**config.mk**
```make
export PLATFORM = sky130hd
export DESIGN_NAME = sorted_insert_priority_list_top_flat
export DESIGN_NICKNAME = d
export VERILOG_FILES = /design/src/rtl/sipl_pkg.sv /design/src/rtl/sipl_req_if.sv /design/src/rtl/sipl_rsp_if.sv /design/src/rtl/sorted_insert_priority_list_top.sv /design/src/rtl/sipl_cell.sv /design/src/flat_wrapper.sv
export SDC_FILE = /design/constraint.sdc
export NUM_CORES = 2
export LEC_CHECK = 0
export BUFFER_PORTS_ARGS = -buffer_cell sky130_fd_sc_hd__buf_2
export CORE_ASPECT_RATIO = 0.5
export CORE_MARGIN = 5
export CORE_UTILIZATION = 65
export DETAILED_ROUTE_END_ITERATION = 16
export HOLD_SLACK_MARGIN = 0.02
export PLACE_DENSITY = 0.79
export SETUP_SLACK_MARGIN = 0.5
export SLEW_MARGIN = 20
export SYNTH_ARGS = -nofsm -noshare
export SYNTH_HDL_FRONTEND = slang
export SYNTH_SLANG_ARGS = --single-unit
```
**constraint.sdc**
```tcl
create_clock -name clk -period 14.4 [get_ports clk]
set_input_delay 2.88 -clock clk [delete_from_list [all_inputs] [get_ports clk]]
set_output_delay 2.88 -clock clk [all_outputs]
set_load 0.02 [all_outputs]
```
**src/rtl/sipl_pkg.sv**
```systemverilog
`default_nettype none
package sipl_pkg;

	localparam int unsigned CMD_W     = 2;
	localparam int unsigned DATA_W    = 32;
	localparam int unsigned COUNT_W   = 5;

	typedef enum logic [CMD_W-1:0] {
		CMD_INSERT = 2'd0,
		CMD_REMOVE = 2'd1,
		CMD_CLEAR  = 2'd2,
		CMD_NOP    = 2'd3
	} cmd_t;

	// broadcast to every cell of the chain
	typedef struct packed {
		logic do_insert;
		logic do_remove;
	} cell_ctrl_t;

endpackage
`default_nettype wire

```
**src/rtl/sipl_req_if.sv**
```systemverilog
`default_nettype none
interface sipl_req_if;
	logic                          valid;
	logic                          ready;
	logic [sipl_pkg::CMD_W-1:0]    command;
	logic signed [sipl_pkg::DATA_W-1:0] value;

	modport source (output valid, output command, output value, input ready);
	modport sink   (input valid, input command, input value, output ready);
endinterface
`default_nettype wire

```
**src/rtl/sipl_rsp_if.sv**
```systemverilog
`default_nettype none
interface sipl_rsp_if;
	logic                               valid;
	logic                               ready;
	logic signed [sipl_pkg::DATA_W-1:0] smallest;
	logic [sipl_pkg::COUNT_W-1:0]       count;
	logic                               empty_res;
	logic                               error;

	modport source (output valid, output smallest, output count, output empty_res,
		output error, input ready);
	modport sink   (input valid, input smallest, input count, input empty_res,
		input error, output ready);
endinterface
`default_nettype wire

```
**src/rtl/sorted_insert_priority_list_top.sv**
```systemverilog
// The result is registered and valid in the cycle after the input transfer.
// Throughput: one item per cycle; every cell compares and shifts in parallel,
//   so the only stall is a result register still holding an untaken result.
// Reset (arst_n low): count cleared, result register emptied; stored values
//   are not reset and are only read below the count.
`default_nettype none
module sorted_insert_priority_list_top #(
	parameter int unsigned CAPACITY   = 16,
	parameter int unsigned VALUE_BITS = 32
) (
	input  wire logic   clk,
	input  wire logic   arst_n,
	sipl_req_if.sink    req,
	sipl_rsp_if.source  rsp
);

	localparam int unsigned CNT_W = $clog2(CAPACITY + 1);

	// Chain wiring: cell i sees its left (i-1) and right (i+1) neighbor.
	logic [VALUE_BITS-1:0] cell_val [CAPACITY];
	logic [VALUE_BITS-1:0] cell_nxt [CAPACITY];
	logic                  cell_gt  [CAPACITY];

	logic [CNT_W-1:0]      count_q;
	logic [CNT_W-1:0]      count_nxt;
	logic [VALUE_BITS-1:0] ins_val;
	logic                  accept;
	logic                  full;
	logic                  err;
	sipl_pkg::cell_ctrl_t  ctrl;
	sipl_pkg::cmd_t        cmd;

	// result register
	logic                                rsp_valid_q;
	logic signed [sipl_pkg::DATA_W-1:0]  smallest_q;
	logic [sipl_pkg::COUNT_W-1:0]        count_out_q;
	logic                                empty_q;
	logic                                error_q;

	logic [VALUE_BITS+sipl_pkg::DATA_W-1:0] ins_ext;
	logic [VALUE_BITS+sipl_pkg::DATA_W-1:0] front_ext;
	logic [CNT_W+sipl_pkg::COUNT_W-1:0]     count_ext;

	// A new transfer is taken whenever the result slot is free or being drained.
	assign req.ready = !rsp_valid_q || rsp.ready;
	assign accept    = req.valid && req.ready;
	assign cmd       = sipl_pkg::cmd_t'(req.command);
	assign full      = count_q == CNT_W'(CAPACITY);

	// Input value: sign-extend, then keep the low VALUE_BITS bits.
	assign ins_ext = {{VALUE_BITS{req.value[sipl_pkg::DATA_W-1]}}, req.value};
	assign ins_val = ins_ext[VALUE_BITS-1:0];

	always_comb begin
		ctrl      = '0;
		count_nxt = count_q;
		err       = 1'b0;
		if (accept) begin
			unique case (cmd)
				sipl_pkg::CMD_INSERT: begin
					if (full) begin
						err = 1'b1;            // value dropped
					end else begin
						ctrl.do_insert = 1'b1;
						count_nxt      = count_q + 1'b1;
					end
				end
				sipl_pkg::CMD_REMOVE: begin
					if (count_q == '0) begin
						err = 1'b1;
					end else begin
						ctrl.do_remove = 1'b1;
						count_nxt      = count_q - 1'b1;
					end
				end
				sipl_pkg::CMD_CLEAR: count_nxt = '0;
				sipl_pkg::CMD_NOP:   count_nxt = count_q;
				default:             count_nxt = count_q;
			endcase
		end
	end

	// Row of compare-and-shift cells; slot 0 always holds the smallest value.
	for (genvar i = 0; i < CAPACITY; i++) begin : g_cell
		sipl_cell #(
			.IDX        (i),
			.CNT_W      (CNT_W),
			.VALUE_BITS (VALUE_BITS)
		) u_cell (
			.clk       (clk),
			.ctrl      (ctrl),
			.count     (count_q),
			.ins_val   (ins_val),
			.left_val  ((i == 0) ? ins_val : cell_val[(i == 0) ? 0 : i-1]),
			.left_gt   ((i == 0) ? 1'b0 : cell_gt[(i == 0) ? 0 : i-1]),
			.right_val ((i == CAPACITY-1) ? cell_val[i]
				: cell_val[(i == CAPACITY-1) ? i : i+1]),
			.val       (cell_val[i]),
			.gt        (cell_gt[i]),
			.nxt       (cell_nxt[i])
		);
	end

	// Front value of the updated store, sign-extended to the output width.
	assign front_ext = {{sipl_pkg::DATA_W{cell_nxt[0][VALUE_BITS-1]}}, cell_nxt[0]};
	assign count_ext = {{sipl_pkg::COUNT_W{1'b0}}, count_nxt};

	always_ff @(posedge clk or negedge arst_n) begin
		if (!arst_n) begin
			count_q     <= '0;
			rsp_valid_q <= 1'b0;
		end else begin
			count_q <= count_nxt;
			if (accept)         rsp_valid_q <= 1'b1;
			else if (rsp.ready) rsp_valid_q <= 1'b0;
		end
	end

	always_ff @(posedge clk) begin
		if (accept) begin
			smallest_q  <= (count_nxt == '0) ? '0 : front_ext[sipl_pkg::DATA_W-1:0];
			count_out_q <= count_ext[sipl_pkg::COUNT_W-1:0];
			empty_q     <= count_nxt == '0;
			error_q     <= err;
		end
	end

	assign rsp.valid     = rsp_valid_q;
	assign rsp.smallest  = smallest_q;
	assign rsp.count     = count_out_q;
	assign rsp.empty_res = empty_q;
	assign rsp.error     = error_q;

	// ---------------------------------------------------------------- checks
	a_count_bound: assert property (@(posedge clk) disable iff (!arst_n)
		count_q <= CNT_W'(CAPACITY))
		else $error("count above capacity");

	a_clear_empties: assert property (@(posedge clk) disable iff (!arst_n)
		accept && req.command == sipl_pkg::CMD_CLEAR |=> rsp.valid && rsp.empty_res && !rsp.error)
		else $error("clear did not empty the list");

	a_full_insert_err: assert property (@(posedge clk) disable iff (!arst_n)
		accept && full && req.command == sipl_pkg::CMD_INSERT |=> rsp.error && count_q == $past(count_q))
		else $error("insert into full list not flagged");

	a_empty_zero: assert property (@(posedge clk) disable iff (!arst_n)
		rsp.valid && rsp.empty_res |-> rsp.smallest == '0)
		else $error("empty list shows a nonzero front");

endmodule
`default_nettype wire

```
**src/rtl/sipl_cell.sv**
```systemverilog
`default_nettype none
module sipl_cell #(
	parameter int unsigned IDX        = 0,
	parameter int unsigned CNT_W      = 5,
	parameter int unsigned VALUE_BITS = 32
) (
	input  wire logic                   clk,
	input  wire sipl_pkg::cell_ctrl_t   ctrl,
	input  wire logic [CNT_W-1:0]       count,
	input  wire logic [VALUE_BITS-1:0]  ins_val,
	input  wire logic [VALUE_BITS-1:0]  left_val,
	input  wire logic                   left_gt,
	input  wire logic [VALUE_BITS-1:0]  right_val,
	output logic [VALUE_BITS-1:0]       val,
	output logic                        gt,
	output logic [VALUE_BITS-1:0]       nxt
);

	logic [VALUE_BITS-1:0] val_q;
	logic                  live;

	// unused slots count as greater, so the first free slot takes the new value
	assign live = count > CNT_W'(IDX);
	assign gt   = !live || ($signed(val_q) > $signed(ins_val));
	assign val  = val_q;

	always_comb begin
		priority if (ctrl.do_insert) begin
			if (gt) nxt = left_gt ? left_val : ins_val;
			else    nxt = val_q;
		end else if (ctrl.do_remove) begin
			nxt = right_val;
		end else begin
			nxt = val_q;
		end
	end

	always_ff @(posedge clk) begin
		val_q <= nxt;
	end

endmodule
`default_nettype wire
```
**src/flat_wrapper.sv**
```systemverilog
// flat-port wrapper written by rule: the top's interface ports become plain ports
module sorted_insert_priority_list_top_flat 
#(
	parameter int unsigned CAPACITY   = 16,
	parameter int unsigned VALUE_BITS = 32
)
  (clk, arst_n, req_valid, req_command, req_value, req_ready, rsp_valid, rsp_smallest, rsp_count, rsp_empty_res, rsp_error, rsp_ready);
  sipl_req_if req_i ();
  sipl_rsp_if rsp_i ();
  input  wire logic clk;
  input  wire logic arst_n;
  input wire logic [$bits(req_i.valid)-1:0] req_valid;
  input wire logic [$bits(req_i.command)-1:0] req_command;
  input wire logic [$bits(req_i.value)-1:0] req_value;
  output wire logic [$bits(req_i.ready)-1:0] req_ready;
  output wire logic [$bits(rsp_i.valid)-1:0] rsp_valid;
  output wire logic [$bits(rsp_i.smallest)-1:0] rsp_smallest;
  output wire logic [$bits(rsp_i.count)-1:0] rsp_count;
  output wire logic [$bits(rsp_i.empty_res)-1:0] rsp_empty_res;
  output wire logic [$bits(rsp_i.error)-1:0] rsp_error;
  input wire logic [$bits(rsp_i.ready)-1:0] rsp_ready;
  assign req_i.valid = req_valid;
  assign req_i.command = req_command;
  assign req_i.value = req_value;
  assign req_ready = req_i.ready;
  assign rsp_valid = rsp_i.valid;
  assign rsp_smallest = rsp_i.smallest;
  assign rsp_count = rsp_i.count;
  assign rsp_empty_res = rsp_i.empty_res;
  assign rsp_error = rsp_i.error;
  assign rsp_i.ready = rsp_ready;
  sorted_insert_priority_list_top #(.CAPACITY(CAPACITY), .VALUE_BITS(VALUE_BITS)) u_core (.clk(clk), .arst_n(arst_n), .req(req_i), .rsp(rsp_i));
endmodule
```
* Yosys cells after proc, flatten, opt, wreduce, memory -nomap -nowiden
Index checks and enable logic that the tools add are counted.
Word-level totals: register bits after elaboration 557, input bits 38, output and inout bits 41, word-level logic and storage cells 203
Operators by class: add/subtract/negate cells 2, order comparisons 32, equal/unequal tests 18, mux-type cells 74, reductions and logical operators 55
Operators with widths (number):
- 32-bit two-way mux | 60
- 32-bit > comparator | 16
- 5-bit by 4-bit > comparator with 1-bit output, second input constant | 8
- 2-bit AND reduction | 15
- 2-bit inequality test, second input constant | 14
- 5-bit by 3-bit > comparator with 1-bit output, second input constant | 4
- 5-bit one-hot mux with 4 select lines | 1
- 1-bit zero test | 17
- 1-bit logical OR | 17
- 5-bit two-way mux | 3
- 5-bit by 1-bit > comparator with 1-bit output, second input constant | 2
- 5-bit by 2-bit > comparator with 1-bit output, second input constant | 2
- 5-bit zero test | 2
- 1-bit two-way mux | 8
- 5-bit by 1-bit adder with 5-bit output, second input constant | 1
- 5-bit == test, second input constant | 1
- 5-bit by 1-bit subtractor with 5-bit output, second input constant | 1
- 2-bit == test, second input constant | 2
- 2-bit nonzero test | 2
- 2-bit by 1-bit == test with 1-bit output, second input constant | 1
- 2-bit zero test | 1
- 2-bit two-way mux | 1
- 1-bit one-hot mux with 2 select lines | 1
- 1-bit logical AND | 1

* Logic depth before layout (Yosys ltp)
depth after elaboration 6, depth in mapped cells 14

* Cells and area by module
Synthesis repeated with hierarchy kept, for this count alone.
Second synthesis, totals: cell total of the unflattened synthesis 6210, area total of the unflattened synthesis 47818.4 um2
By module, submodules not included:
- sipl_cell (u_core.g_cell[13].u_cell ...) | instances 2, cells an instance 365, area each 2885.3 um2, sequential area each 640.6 um2
- sipl_cell (u_core.g_cell[10].u_cell ...) | instances 2, cells an instance 371, area each 2690.1 um2, sequential area each 640.6 um2
- sipl_cell (u_core.g_cell[0].u_cell) | instances 1, cells an instance 413, area each 3284.4 um2, sequential area each 640.6 um2
- sipl_cell (u_core.g_cell[2].u_cell) | instances 1, cells an instance 411, area each 3124.2 um2, sequential area each 640.6 um2
- sipl_cell (u_core.g_cell[3].u_cell) | instances 1, cells an instance 413, area each 3006.6 um2, sequential area each 640.6 um2
- sipl_cell (u_core.g_cell[9].u_cell) | instances 1, cells an instance 366, area each 2885.3 um2, sequential area each 640.6 um2
- sipl_cell (u_core.g_cell[7].u_cell) | instances 1, cells an instance 365, area each 2882.8 um2, sequential area each 640.6 um2
- sipl_cell (u_core.g_cell[8].u_cell) | instances 1, cells an instance 368, area each 2817.7 um2, sequential area each 640.6 um2
- sipl_cell (u_core.g_cell[5].u_cell) | instances 1, cells an instance 367, area each 2812.7 um2, sequential area each 640.6 um2
- sipl_cell (u_core.g_cell[15].u_cell) | instances 1, cells an instance 366, area each 2792.7 um2, sequential area each 640.6 um2
- sipl_cell (u_core.g_cell[4].u_cell) | instances 1, cells an instance 371, area each 2696.3 um2, sequential area each 640.6 um2
- sipl_cell (u_core.g_cell[6].u_cell) | instances 1, cells an instance 370, area each 2691.3 um2, sequential area each 640.6 um2
- sipl_cell (u_core.g_cell[14].u_cell) | instances 1, cells an instance 370, area each 2686.3 um2, sequential area each 640.6 um2
- sipl_cell (u_core.g_cell[11].u_cell) | instances 1, cells an instance 368, area each 2637.5 um2, sequential area each 640.6 um2
- sorted_insert_priority_list_top | instances 1, cells an instance 190, area each 2349.8 um2, sequential area each 1321.3 um2

* Worst setup path after synthesis
OpenSTA, ideal clock, no wires.
kind input to register, start input req_value[31], end register u_core.g_cell[14].u_cell.val_q[0] (enable), setup time 0.466 ns, arrival 7.906 ns, required time 13.934 ns, setup slack 6.028 ns, cell stages on the path 13, path buffers 3, path through clkbuf_1 > clkbuf_1 > inv_1 > ha_1 > nand4_1 > or3_1 > or3_4 > nor3_2 > a211oi_1 > nand3_1 > a31oi_4 > buf_6 > o21ai_0
On the way: cells in the longest elaborated chain, start to end 4
RTL lines:
- start: declaration | line flat_wrapper.sv:14 | input wire logic [$bits(req_i.value)-1:0] req_value;
- 32-bit > comparator | line sipl_cell.sv:24 | assign gt = !live || ($signed(val_q) > $signed(ins_val));
- 1-bit logical OR | line sipl_cell.sv:24
- 2-bit inequality test (no source line)
- 2-bit AND reduction (no source line)
- end signal: assignment | line sipl_cell.sv:39 | val_q <= nxt;
- end: declaration | line sipl_cell.sv:19 | logic [VALUE_BITS-1:0] val_q;
No other way between the ends. A chain may end at the register's enable or synchronous reset.

* Final worst setup path
start input req_value[31], end register u_core.g_cell[14].u_cell.val_q[28] (enable)
Same word-level chain as after synthesis.

==> results.md <==
* Status: completed
* Seq/Total Area, Yosys at 0.4401
* CP Max Fanout at 21
* Multiplexer area fraction after synthesis at 0.02283
* P_int at between 3 and 4 mW
* Worst Path Buf+Inv at 5
* Flop pwr share at 0.437
* Worst Skew at 0.02994 ns
* Commonest non-fill, non-tap cell in the layout: edfxtp_1
* Post-route ant nets at 0
* H-tree depth at 2
* Synth cell types at 66
* Iteration count of the initial detailed-routing pass at 13
* Worst r2r dst: u_core.g_cell[10].u_cell.val[10]$_DFFE_PP_
* Largest net degree at the start of global routing at just over 100
* RD Place Congestion at around 1.0
* Worst IR Drop VDD at between 0.1 and 0.15 mV
* Setup TNS at 0 ns
* Hpwl dp at between 100000 and 150000 um
* Filler instances at between 4000 and 5000
* Initial antenna violation count at 3
* Drc violations at 0
* Post-synth ARST share at 0.01077
* Starting DRT DRC Count at about 5700
* Mapped Area at 37210 um2
* Clock-pin slew on the worst setup and hold paths at about 0.070 ns
* Starting Density at 0.6526
* Final worst-path cycle share at 0.4875
* CP most frequent cell: buf_4
* Layout Nets at slightly below 4000
* Vias/cell at roughly 7.8
* Fmax at approximately 140 MHz
* Worst Tran Pin Value at 1.312 ns
* CTS root buf: clkbuf_16
* Sw Ratio at 0.3785
* Area Overhead vs Synth at 8.041%
* Setup WS pre-CTS at between 6 and 7 ns
* Worst r2r path cells at 10
* Detailed Route WL at 140200 um
* Clk sinks at ~560
* Post-CTS Repair Setup Buffers at 0
* Synth warn at 0
* Port buffer count at 78
* Met3 GRT Util at 0.2306
* Reg2reg setup slack at roughly 8.7 ns
* Sw power at a little over 2 mW
* # resized after CTS at 0
* CP required at 14.75 ns
* Most frequent cells in the layout: 519 x edfxtp_1, 517 x ha_1, 439 x nor2_1
* Fin worst setup slack at around 7.4 ns
* Slowest stage cell, crit path: a31oi_4
* Main combinational cell family by area after synthesis: compound AO/OA/AOI/OAI gates
* Final min period at about 7 ns
* Gate power share at 0.293
* Via count at 32919
* Post-CTS Hold Buffers at 0
* First-pass GRT wire length at roughly 200000 um
* Worst setup SP type: input pin
* Critical path capture point type: flip-flop
* Critical path data arrival time at 7.37 ns
* Crit Path Category: input pin to flip-flop
* Top delay family on crit path: buffers and inverters
* Hold path endpoint: u_core.rsp.valid$_DFFE_PN0P_
* Die footprint at 62420 um2
* Clk buf depth at 3
* Die Y at around 180 um
* Avg WL per Cell at 33.18 um
* EDFF count, synth at around 520
* Post-synthesis simple-gate area fraction at 0.1219
* Leak at 15.54 nW
* Worst slew margin at 0.1162
* Crit path cell chain: buf_2 -> inv_1 -> buf_4 -> ha_1 -> nand4_1 -> or3_1 -> or3_4 -> a311oi_1 -> a211oi_1 -> or2_4 -> a31oi_4 -> buf_4 -> o21ai_4 -> buf_4
* Crit path largest cell delay at 0.63 ns
* Syn nets at a little under 4000
* Clock Latency Late Sink at approximately 0.64 ns
* Met1 usage at 0.6310
* Synth Flop Type: edfxtp_1
* Final number of max-transition violations at 0
* Final setup fails at 0
* Area share of xor/xnor cells in the synthesized design at 0
* Power density over the cells at 135.4 nW/um2
* Share of layout cells above drive strength 1 at 0.1005
* Hold wc startpoint: u_core.rsp.valid$_DFFE_PN0P_
* Worst r2r src: u_core.count_q[0]$_DFF_PN0_
* FP Rows at between 60 and 70
* Routing usage on met2 at 0.5632
* Register bit total from synthesis at 557
* DIE WIDTH at ~350 um
* CTS tree: yes
* Syn avg cell area at between 10 and 15 um2
* Adder-cell share of the synthesized area at 0.1739
* Clock group share of total power at 0.271
* Vias in the first global route at ~30000
* GR Util All Layers at 0.4344
* Post-synthesis cell count at 3415
* Hold/Removal Path Class: flip-flop to flip-flop
* Global route hottest layer: met1
* I/O Pins at 79
* RSZ-0062 raised after global routing: false
* Synth Area in Compound Gates at 0.2110
* Fin. Hold Viols at 0
* Hold Path Cell Cnt at 2
* Maxcap violations at 0
* CTS buffer count at 52
* GR Overflow Total at 0
* Core ar. at approximately 57000 um2
[worst max-delay path by stage]
stage	endpoint	from	slack (ns)	cells after the start
floorplan	u_core.g_cell[14].u_cell.val[0]$_DFFE_PP_	req_value[31]	6.03	13
global placement	u_core.g_cell[14].u_cell.val[21]$_DFFE_PP_	req_value[31]	7.04	14
detailed placement	u_core.g_cell[14].u_cell.val[20]$_DFFE_PP_	req_value[31]	6.87	14
CTS	u_core.g_cell[14].u_cell.val[2]$_DFFE_PP_	req_value[31]	7.52	14
global route	u_core.g_cell[14].u_cell.val[14]$_DFFE_PP_	req_value[31]	7.22	14
finish	u_core.g_cell[14].u_cell.val[28]$_DFFE_PP_	req_value[31]	7.38	14
[layout make-up]
cell class / instances / area [um2] / area share
Multi-Input combinational cell: 2568 / 19870 / 0.4943
Antenna cell: 3 / 7.507 / 0.0001868
Clock buffer: 74 / 1505 / 0.03744
Inverter: 78 / 292.8 / 0.007283
Timing Repair Buffer: 153 / 953.4 / 0.02372
Sequential cell: 557 / 16380 / 0.4074
Tap cell: 768 / 960.9 / 0.02390
Clock inverter: 24 / 231.5 / 0.005758
[power by group through the flow]
| stage | Clock (mW) | Combinational [mW] | Sequential [mW] |
|---|---|---|---|
| floorplan | 0 | 1.01 | 2.22 |
| global placement | 0 | 1.47 | 2.35 |
| detailed placement | 0 | 1.52 | 2.36 |
| CTS | 1.46 | 1.53 | 2.32 |
| global route | 1.52 | 1.69 | 2.36 |
| finish | 1.47 | 1.59 | 2.38 |
[sequential cells by signal (all words and copies together), names as in the netlist]
register and flops:
u_core.count_q 5, u_core.g_cell.u_cell.val 512, u_core.rsp.count 5, u_core.rsp.empty_res 1, u_core.rsp.error 1, u_core.rsp.smallest 32, u_core.rsp.valid 1
[kinds of logic after synthesis]
logic type | Yosys count
mux | 77
buf+inv | 290
fa+ha+maj | 517
simple gates | 985
compound gates | 989
flops | 557
[worst min-delay path, stage by stage, from the launching register on]
cell and delay [ns]:
dfrtp_1 0.36, nand2b_1 0.10, nand2_1 0.09
[cells in the mapped netlist (9+ instances only)]
cell type | instances | area (um2)
inv_1 | 77 | 289.0
nor2_1 | 444 | 1667
mux2_2 | 63 | 709.4
nand3_1 | 75 | 375.4
a21oi_1 | 250 | 1251
a31oi_1 | 21 | 131.4
clkbuf_1 | 189 | 709.4
o21ai_0 | 74 | 370.4
a21boi_0 | 17 | 127.6
nor2b_1 | 24 | 150.1
o211ai_1 | 26 | 195.2
or2_2 | 14 | 87.58
a211oi_1 | 14 | 105.1
edfxtp_1 | 519 | 15580
o21a_1 | 20 | 150.1
buf_2 | 11 | 55.05
and3b_1 | 30 | 262.8
nand4_1 | 111 | 694.4
a2111o_1 | 10 | 112.6
mux2i_1 | 14 | 140.1
nor3_1 | 18 | 90.09
a21o_1 | 31 | 232.7
ha_1 | 517 | 6469
dfxtp_1 | 32 | 640.6
a221o_1 | 423 | 4234
o221ai_1 | 18 | 157.7
nand2_1 | 204 | 765.7
a222oi_1 | 30 | 300.3
o31a_1 | 9 | 78.83
nor4_1 | 19 | 118.9
nand2b_1 | 15 | 93.84
[layer usage]
metal / vias up / part of all wire
met4: 2 / 0.026
met3: 307 / 0.21
met5: - / 0.000050
met2: 2967 / 0.37
li1: 13751 / -
met1: 15892 / 0.39
[per-stage QoR]
step                instances  instance area [um2]  total power, mW    util  hold WS (ns)
global placement         4124                38430            3.818  0.6740        0.5247
global route             4222                40190            5.569  0.7049        0.6075
floorplan                3415                37210            3.234       -        0.5096
CTS                      4222                40180            5.305  0.7047        0.5818
detailed placement       4124                38440            3.875  0.6742        0.5603
finish                   4225                40200            5.441  0.7050        0.5713
Note: power is estimated with default switching activity, not from simulation.
